### src/psl_pkg.sv
// Shared types and constants for the periodic sample logger.
package psl_pkg;

  localparam logic [2:0] CMD_TICK   = 3'd0;
  localparam logic [2:0] CMD_SAMPLE = 3'd1;
  localparam logic [2:0] CMD_READ   = 3'd2;
  localparam logic [2:0] CMD_FLUSH  = 3'd3;
  localparam logic [2:0] CMD_WAKE   = 3'd4;

  localparam logic [2:0] REG_MEASURE_INTERVAL   = 3'd0;
  localparam logic [2:0] REG_COMMS_INTERVAL     = 3'd1;
  localparam logic [2:0] REG_AWAKE_SECONDS      = 3'd2;
  localparam logic [2:0] REG_SENSOR_COUNT       = 3'd3;
  localparam logic [2:0] REG_RECORDS_PER_SENSOR = 3'd4;

  localparam logic [15:0] RST_MEASURE_INTERVAL   = 16'd120;
  localparam logic [15:0] RST_COMMS_INTERVAL     = 16'd3600;
  localparam logic [7:0]  RST_AWAKE_SECONDS      = 8'd30;
  localparam logic [3:0]  RST_SENSOR_COUNT       = 4'd1;
  localparam logic [10:0] RST_RECORDS_PER_SENSOR = 11'd1024;

  // stored in place of a failed reading
  localparam logic [15:0] BROKEN_MARK = 16'h07D1;

  // wide enough for sensor * records + record and for a depth of 65536
  localparam int ADDR_CALC_W = 17;

  typedef struct packed {
    logic [2:0]  cmd;
    logic [2:0]  sensor_index;
    logic [9:0]  record_index;
    logic [15:0] sample_value;
    logic        sample_ok;
    logic        last_sensor;
  } item_t;

  typedef struct packed {
    logic        measure_due;
    logic        comms_due;
    logic        awake;
    logic [15:0] read_data;
    logic        read_valid;
    logic [10:0] record_count;
    logic [31:0] epoch_now;
    logic [31:0] first_epoch;
    logic [31:0] last_epoch;
    logic        write_dropped;
  } result_t;

  typedef struct packed {
    logic [15:0] measure_interval;
    logic [15:0] comms_interval;
    logic [7:0]  awake_seconds;
    logic [3:0]  sensor_count;
    logic [10:0] records_per_sensor;
  } cfg_t;

  // timer state as it stands after the current beat
  typedef struct packed {
    logic        measure_due;
    logic        comms_due;
    logic        awake;
    logic [31:0] epoch;
  } timer_status_t;

  // log state as it stands after the current beat
  typedef struct packed {
    logic        read_valid;
    logic [10:0] record_count;
    logic [31:0] first_epoch;
    logic [31:0] last_epoch;
    logic        write_dropped;
  } log_status_t;

endpackage

### src/psl_timers.sv
// Epoch clock, measure/comms interval counters and awake countdown.
module psl_timers #(
  parameter int TICK_SECONDS = 6
) (
  input  logic                  clk,
  input  logic                  rst,
  input  logic                  fire,
  input  logic [2:0]            cmd,
  input  psl_pkg::cfg_t         cfg,
  output psl_pkg::timer_status_t status
);

  localparam logic [15:0] TICK16 = 16'(TICK_SECONDS);
  localparam logic [31:0] TICK32 = 32'(TICK_SECONDS);
  localparam logic [7:0]  TICK8  = 8'(TICK_SECONDS);

  logic [31:0] epoch, epoch_next;
  logic [15:0] measure_counter, measure_counter_next;
  logic [15:0] comms_counter, comms_counter_next;
  logic [7:0]  awake_countdown, awake_countdown_next;
  logic [15:0] measure_sum, comms_sum;
  logic        measure_hit, comms_hit;

  always_comb begin
    measure_sum = measure_counter + TICK16;
    comms_sum   = comms_counter + TICK16;
    measure_hit = measure_sum >= cfg.measure_interval;
    comms_hit   = comms_sum >= cfg.comms_interval;

    epoch_next           = epoch;
    measure_counter_next = measure_counter;
    comms_counter_next   = comms_counter;
    awake_countdown_next = awake_countdown;
    status.measure_due   = 1'b0;
    status.comms_due     = 1'b0;

    if (cmd == psl_pkg::CMD_TICK) begin
      epoch_next           = epoch + TICK32;
      measure_counter_next = measure_hit ? 16'd0 : measure_sum;
      comms_counter_next   = comms_hit ? 16'd0 : comms_sum;
      // saturate at zero
      awake_countdown_next = (awake_countdown >= TICK8) ? awake_countdown - TICK8 : 8'd0;
      status.measure_due   = measure_hit;
      status.comms_due     = comms_hit;
    end else if (cmd == psl_pkg::CMD_WAKE) begin
      awake_countdown_next = cfg.awake_seconds;
    end

    status.awake = awake_countdown_next != 8'd0;
    status.epoch = epoch_next;
  end

  always_ff @(posedge clk) begin
    if (rst) begin
      epoch           <= '0;
      measure_counter <= '0;
      comms_counter   <= '0;
      awake_countdown <= '0;
    end else if (fire) begin
      epoch           <= epoch_next;
      measure_counter <= measure_counter_next;
      comms_counter   <= comms_counter_next;
      awake_countdown <= awake_countdown_next;
    end
  end

endmodule

### config.mk
export PLATFORM = sky130hd
export DESIGN_NAME = psl_timers
export DESIGN_NICKNAME = d
export VERILOG_FILES = /design/src/psl_pkg.sv /design/src/psl_timers.sv
export SDC_FILE = /design/constraint.sdc
export NUM_CORES = 1
export LEC_CHECK = 0
export BUFFER_PORTS_ARGS = -buffer_cell sky130_fd_sc_hd__buf_2
export CAP_MARGIN = 20
export CORE_MARGIN = 2
export CORE_UTILIZATION = 48
export DETAILED_ROUTE_END_ITERATION = 12
export PLACE_DENSITY = 0.7
export SLEW_MARGIN = 20
export SYNTH_ARGS = -nofsm -noshare
export SYNTH_HDL_FRONTEND = slang
export SYNTH_SLANG_ARGS = --single-unit
### constraint.sdc
create_clock -name clk -period 4 [get_ports clk]
set_clock_uncertainty 0.05 [all_clocks]
set_input_delay 0.4 -clock clk [delete_from_list [all_inputs] [get_ports clk]]
set_output_delay 0.4 -clock clk [all_outputs]
set_load 0.1 [all_outputs]
== After elaboration in Yosys (flattened, before gate mapping) ==
Index checks and enable logic that the tools add are counted.
Word-level totals
  register bits: 72
  word-level logic and storage cells: 22
  output and inout bits: 35
Cells by class
  muxes and demuxes: 7
  add/subtract/negate cells: 4
  order comparisons: 3
  eq/ne operators: 1
  reductions and logical operators: 3
Operator list (count)
  $add A16 B3 Y16 const B: 2
  $add A32 B3 Y32 const B: 1
  $ge A16 B16 Y1: 2
  $mux W16: 2
  $mux W32: 1
  $mux W8: 3
  $ge A8 B3 Y1 const B: 1
  $reduce_bool A8 Y1: 1
  $sub A8 B3 Y8 const B: 1
  $eq A3 B3 Y1 const B: 1
  $logic_not A3 Y1: 1
  $mux W2: 1
  $reduce_and A2 Y1: 1

== Longest topological paths before layout ==
Gate-level depths: netlist of the first run.
  depth after elaboration: 4
  depth in mapped cells: 14

== Worst setup path before layout of the first run ==
OpenSTA, ideal clock, no wires.
  path kind: reg2out
  from: register measure_counter[1]
  to: output port status[34] in the netlist's numbering
  slack: -0.688 ns
  buffers on the path: 1
  data arrival time: 4.238 ns
  stages on the path, launching flop included: 13
  required time: 3.550 ns
  cells stage by stage: dfxtp_1 > inv_1 > ha_1 > nand3b_1 > nor2_1 > and4_1 > xnor2_1 > inv_1 > ha_1 > nand4_1 > a2111o_1 > clkbuf_1 > a31oi_1
RTL lines
  start, declared: RTL line psl_timers.sv:18  | logic [15:0] measure_counter, measure_counter_next;
  start signal, assigned: RTL line psl_timers.sv:61  | measure_counter <= measure_counter_next;
  end, declared: RTL line psl_timers.sv:10  | output psl_pkg::timer_status_t status

==> results of run 1 <==
-- registers in the layout (all words and copies together), names as in the netlist --
register,count
awake_countdown,8
comms_counter,15
epoch,31
measure_counter,15
-- logic make-up after synthesis --
kind of cell | Yosys count
compound gates | 112
flops | 69
buf+inv | 97
fa+ha+maj | 34
mux | 1
xor+xnor | 76
other cells | 1
simple gates | 314
-- power by group --
part | switching [uW] | internal, uW
Sequential | 27.8 | 703
Combinational | 132 | 85.4
Clock | 269 | 339
-- worst max path at each step --
stage	from	endpoint	slack, ns	depth (start not counted)
after floorplan	measure_counter[1]$_SDFFE_PP0P_	status[34]	0.20	12
after global routing	measure_counter[2]$_SDFFE_PP0P_	status[34]	0.04	14
after CTS	measure_counter[1]$_SDFFE_PP0P_	status[34]	0.02	12
final	measure_counter[2]$_SDFFE_PP0P_	status[34]	0.26	12
after detailed placement	measure_counter[1]$_SDFFE_PP0P_	measure_counter[9]$_SDFFE_PP0P_	0.14	14
after global placement	measure_counter[1]$_SDFFE_PP0P_	measure_counter[8]$_SDFFE_PP0P_	0.32	14
-- metrics by stage --
stage	power (uW)	cell area, sq um	utilization	hold slack, ns
after floorplan	904	5410	-	0.405
after global placement	951	5900	0.542	0.422
after detailed placement	962	5900	0.542	0.429
after CTS	1570	6110	0.562	0.439
after global routing	1630	6150	0.565	0.488
final	1560	6150	0.565	0.436
-- final cells by class --
cell class,instances,area [sq um],share of cell area
tap,140,175,0.0285
sequential,69,1380,0.225
inverter,47,176,0.0287
multi-input combinational,538,3660,0.596
clock buffer,13,169,0.0275
timing repair buffer,95,537,0.0873
clock inverter,3,42.5,0.00692
-- worst max-delay path, cell delays in order (launching register included) --
cell	delay, ns
dfxtp_1	0.43
inv_1	0.07
ha_1	0.23
nand3b_1	0.27
nor2_4	0.21
and4_1	0.23
xnor2_1	0.14
inv_1	0.07
ha_1	0.29
nand4_1	0.16
a2111o_1	0.48
a31oi_4	0.18
buf_12	0.20
-- cell usage in the layout (no fill, tap or decap), types with 3 or more instances in the layout --
cell and count:
a2111o_1 3, a211oi_1 9, a21oi_1 35, a221oi_1 4, a22oi_1 3, a31oi_1 3, and2_1 6, and3_1 17
and4_1 7, buf_2 77, buf_4 16, clkbuf_8 12, dfxtp_1 68, ha_1 34, inv_1 47, nand2_1 52
nand2b_1 15, nand3_1 28, nand3b_1 21, nand4_1 52, nand4b_1 5, nor2_1 49, nor2b_1 11, nor3_1 11
nor4_1 11, nor4b_1 4, o211ai_1 9, o21ai_0 19, o21ai_1 3, o311ai_0 6, o31ai_1 5, or3_1 10
xnor2_1 45, xor2_1 31
-- layer usage --
layer,up-vias,share of wire,global-route usage
met5,-,0,0
met2,126,0.48,0.376
li1,2649,-,-
met4,0,0.0073,0.0452
met1,2431,0.47,0.297
met3,11,0.042,0.0456
-- timing repair --
| action | 4_1_cts | 5_1_grt |
|---|---|---|
| resized for setup | 2 | 5 |
| setup buffers | 0 | 2 |
| endpoints found under the setup margin | 2 | 9 |
| hold endpoints to repair | 0 | 0 |
==> flow_metrics.tcl, run 1 <==
set metrics [dict create \
    period_needed_ns 3.74 \
    synth_top_family_by_area "simple AND/OR/NAND/NOR gates" \
    cp-start-kind "register" \
    fin_tns_setup_ns 0 \
    r2r_cells 12 \
    ir_worst_vdd_mv 0.186 \
    n_fill_cell 1029 \
    fmax_ghz 0.268 \
    synth_xor_area_frac 0.124 \
    synth-seq-cells 69 \
    synth_area_leader_cell "dfxtp_1" \
    crit_fanout 6 \
    cp.required_ns 3.55 \
    synth.distinct_cells 56 \
    rsz0062_at_grt "false" \
    dp.cells 887 \
    synth_ff_type "dfxtp_1" \
    holdBufCountCts 0 \
    rows 38 \
    globalplace.congestion 0.819 \
    muxShareOfSynthArea 0.00209 \
    slew_headroom 0.358 \
    syn_area_sq_um 5380 \
    r2r_start "comms_counter[1]$_SDFFE_PP0P_" \
    routed_via_density 5.76 \
    hold_start "comms_counter[7]$_SDFFE_PP0P_" \
    clk_pin_slew_ns 0.07 \
    yosysSeqAreaShare 0.257 \
    hold_path_depth 2 \
    synth_edf_count 0 \
    ys_top_cells_by_area "dfxtp_1 (26%), ha_1 (7.9%), xnor2_1 (7.3%), nand4_1 (6.0%), xor2_1 (5.0%)" \
    setup_ws_ns 0.262 \
    min_to "comms_counter[7]$_SDFFE_PP0P_" \
    antennaDiodeCount 0 \
    grt_max_degree 62 \
    die_w_um 110 \
    report.final.slew_viol_count 0 \
    max-clock-path-buffers 2 \
    layoutNonFillerInstCount 905 \
    dp_slack_ns 0.145 \
    wl_per_cell_um 14.3 \
    hold_class "register to register" \
    core_area_sq_um 10900 \
    dr.pass1.iters 4 \
    timing.final.crit_share 0.934 \
    ioPinCount 96 \
    r2r_setup_slack_ns 0.38 \
    numCtsBuffers 9 \
    vias 5217 \
    path_class "register to output pin" \
    grt_pass1_vias 4904 \
    numPortBuffers 79 \
    synth_adder_area_share 0.0791 \
    root_buffer "clkbuf_8" \
    grt-ovfl-total 0 \
    htree_levels 3 \
    synth-compound-area-share 0.136 \
    synthCells 704 \
    cts_tree "done" \
    clk_latency_ns 0.34 \
    die_h_um 110 \
    drt_iter0_drc 249 \
    netlist_top_cells_count "dfxtp_1 (69), nand2_1 (52), nand4_1 (52)" \
    async_flop_share 0 \
    crit_arrival_ns 3.29 \
    r2r-end "comms_counter[3]$_SDFFE_PP0P_" \
    endpoint_kind "output pin" \
    layout-drive-gt1-share 0.162 \
    maxCapViolCount 0 \
    setup_viol 0 \
    grt_first_pass_wirelength_um 22100 \
    power.density_nw_per_um2 253 \
    tightest_slew_ns 0.963 \
    grtUsageTotal 0.224 \
    synth-simple-area-share 0.331 \
    yosys_warnings 0 \
    yosys.cell_count.top_type "dfxtp_1" \
    status "complete, no violations" \
    start_util 0.494 \
    die_area_sq_um 12100 \
    hpwl_um 9230 \
    cts_sinks 69 \
    routed_wl_um 13000 \
    syn_area_per_cell_sq_um 7.64 \
    synth_top_area_frac 0.257 \
    postRouteAntennaNets 0 \
    antenna_found_initial 0 \
    hold_violations 0 \
    p_leak_uw 0.00254 \
    final_nets 855 \
    drc 0 \
    syn_to_final_growth_pct 14.3 \
    synth_fp_nets 799 \
]
(Power assumes the default switching activity.)
==> run 2, diff against run 1 <==
Settings changed: CORE_UTILIZATION 48 to 30, PLACE_DENSITY 0.7 to 0.48.
==> run 2 against run 1 <==
Effect of this change: critical path depth is 1 higher; sequential power is essentially flat; combinational power grew 2%; critical endpoint is now status[33]; fmax stayed put; worst setup slack hardly changed; via count rose by 0.35%; critical path type unchanged; cell area increased by 3.9%; wire length rose by 9.3%.
==> flow_metrics.tcl, run 2 (synthesis gave the netlist of run 1 again) <==
set metrics [dict create \
    vias 5235 \
    layoutNonFillerInstCount 992 \
    report.final.slew_viol_count 0 \
    rsz0062_at_grt "false" \
    cp_cell_sequence "inv_1, ha_2, nand3b_1, nor2b_1, buf_4, and3_1, xnor2_1, inv_1, ha_1, nand4_1, a2111o_1, a31oi_4, buf_12" \
    status "complete, no violations" \
    ioPinCount 96 \
    cts_tree "done" \
    p_leak_uw 0.00260 \
    crit_arrival_ns 3.29 \
    wl_per_cell_um 14.3 \
    power.density_nw_per_um2 277 \
    fin_tns_setup_ns 0 \
    wl_met1_um 6700 \
    hpwl_um 10100 \
    holdBufCountCts 0 \
    endpoint_kind "output pin" \
    die_w_um 138 \
    setup_viol 0 \
    grt-ovfl-total 0 \
    crit_slowest_cell "a2111o_1" \
    fin_area_sq_um 6390 \
    core_area_sq_um 17400 \
    postRouteAntennaNets 0 \
    drc 0 \
    crit_fanout 7 \
    top_layer "met4" \
    syn_to_final_growth_pct 18.7 \
    clk_latency_ns 0.34 \
    antenna_found_initial 0 \
    max-clock-path-buffers 2 \
    die_area_sq_um 19000 \
    dr.pass1.iters 4 \
    period_needed_ns 3.74 \
    hold_class "input port to register" \
    numPortBuffers 79 \
    crit_top_cell "inv_1" \
    ir_worst_vdd_mv 0.175 \
    die_h_um 138 \
    clk_pin_slew_ns 0.06 \
    root_buffer "clkbuf_16" \
    final_nets 858 \
    grt_max_degree 53 \
    numCtsBuffers 9 \
    top_regs "epoch (31), comms_counter (15), measure_counter (15)" \
    maxCapViolCount 0 \
    largest_reg_flops 31 \
    layout-drive-gt1-share 0.166 \
    hold_violations 0 \
    globalplace.congestion 0.783 \
    antennaDiodeCount 0 \
    routed_wl_um 14200 \
    tightest_slew_ns 0.705 \
    start_util 0.309 \
    grt_first_pass_wirelength_um 23000 \
    routed_via_density 5.28 \
    final_common_cell "buf_2" \
    power_uw 1770 \
    grtUsageTotal 0.151 \
    layout_common_cells "buf_2 (77), dfxtp_1 (66), nand2_1 (52), nand4_1 (52), nor2_1 (49)" \
    fmax_ghz 0.268 \
    place_area_sq_um 6040 \
    wl_met3_um 681 \
    fin_util 0.367 \
    timing.final.crit_share 0.934 \
    cp.required_ns 3.55 \
    critPathMaxStageDelay_ns 0.46 \
    slew_headroom 0.528 \
    cp-start-kind "register" \
    rows 48 \
    grt_pass1_vias 4724 \
    path_class "register to output pin" \
    htree_levels 3 \
    dp.cells 973 \
    largest-register "epoch" \
    wl_met2_um 6640 \
    drt_iter0_drc 367 \
    cts_sinks 69 \
]
-- run 2: changes by cell type in the layout (fill, tap and decap cells not counted), moves of 2 or more --
cell and delta:
clkbuf_1 +2, dfxtp_1 -2, clkbuf_8 -10, clkbuf_16 +9
buf_12 +2
-- run 2: metrics by stage --
| stage | setup slack [ns] | hold slack [ns] |
|---|---|---|
| after floorplan | 0.196 | 0.405 |
| after global placement | 0.272 | 0.430 |
| after detailed placement | 0.195 | 0.444 |
| after CTS | 0.0258 | 0.328 |
| after global routing | 0.0326 | 0.360 |
| final | 0.262 | 0.338 |
-- run 2: path summary, 6_finish.rpt --
path / depth (start not counted) / slack [ns] / to / startpoint
worst max-delay path: 13 / 0.26 / status[33] / comms_counter[1]$_SDFFE_PP0P_
worst min-delay path: 2 / 0.34 / awake_countdown[5]$_SDFFE_PP0P_ / fire
worst max register to register: 14 / 0.50 / measure_counter[3]$_SDFFE_PP0P_ / measure_counter[2]$_SDFFE_PP0P_
worst min register to register: 2 / 0.44 / comms_counter[7]$_SDFFE_PP0P_ / comms_counter[7]$_SDFFE_PP0P_
-- run 2: area by class of cell --
cell class / instances / area [sq um]
clock buffer: 14 / 264
clock inverter: 1 / 30.0
fill: 1824 / 11000
inverter: 47 / 176
multi-input combinational: 538 / 3660
sequential: 69 / 1390
tap: 225 / 282
timing repair buffer: 98 / 584
-- run 2: metal layers --
| metal | track usage | vias up |
|---|---|---|
| li1 | - | 2651 |
| met1 | 0.203 | 2457 |
| met2 | 0.246 | 115 |
| met3 | 0.0260 | 12 |
| met4 | 0.0488 | 0 |
| met5 | 0 | - |
-- run 2: critical path, delay by kind of cell, from the launching register on --
kind | cells | cell delay, ns
simple gates | 4 | 0.73
compound gates | 2 | 0.68
fa+ha+maj | 2 | 0.52
buf+inv | 4 | 0.50
flops | 1 | 0.37
xor+xnor | 1 | 0.13
-- run 2: where the power goes --
part	internal [uW]	leakage (uW)	total [uW]	switching [uW]
logic	87.9	0.00190	222	134
clock network	514	0.000143	815	300
registers	704	0.000560	731	27.9
-- run 2: repair_timing --
item	CTS	global route
endpoints found under the setup margin	1	4
buffers inserted	0	4
gates resized for setup	2	8
pin swaps	1	3
hold endpoints to repair	0	0
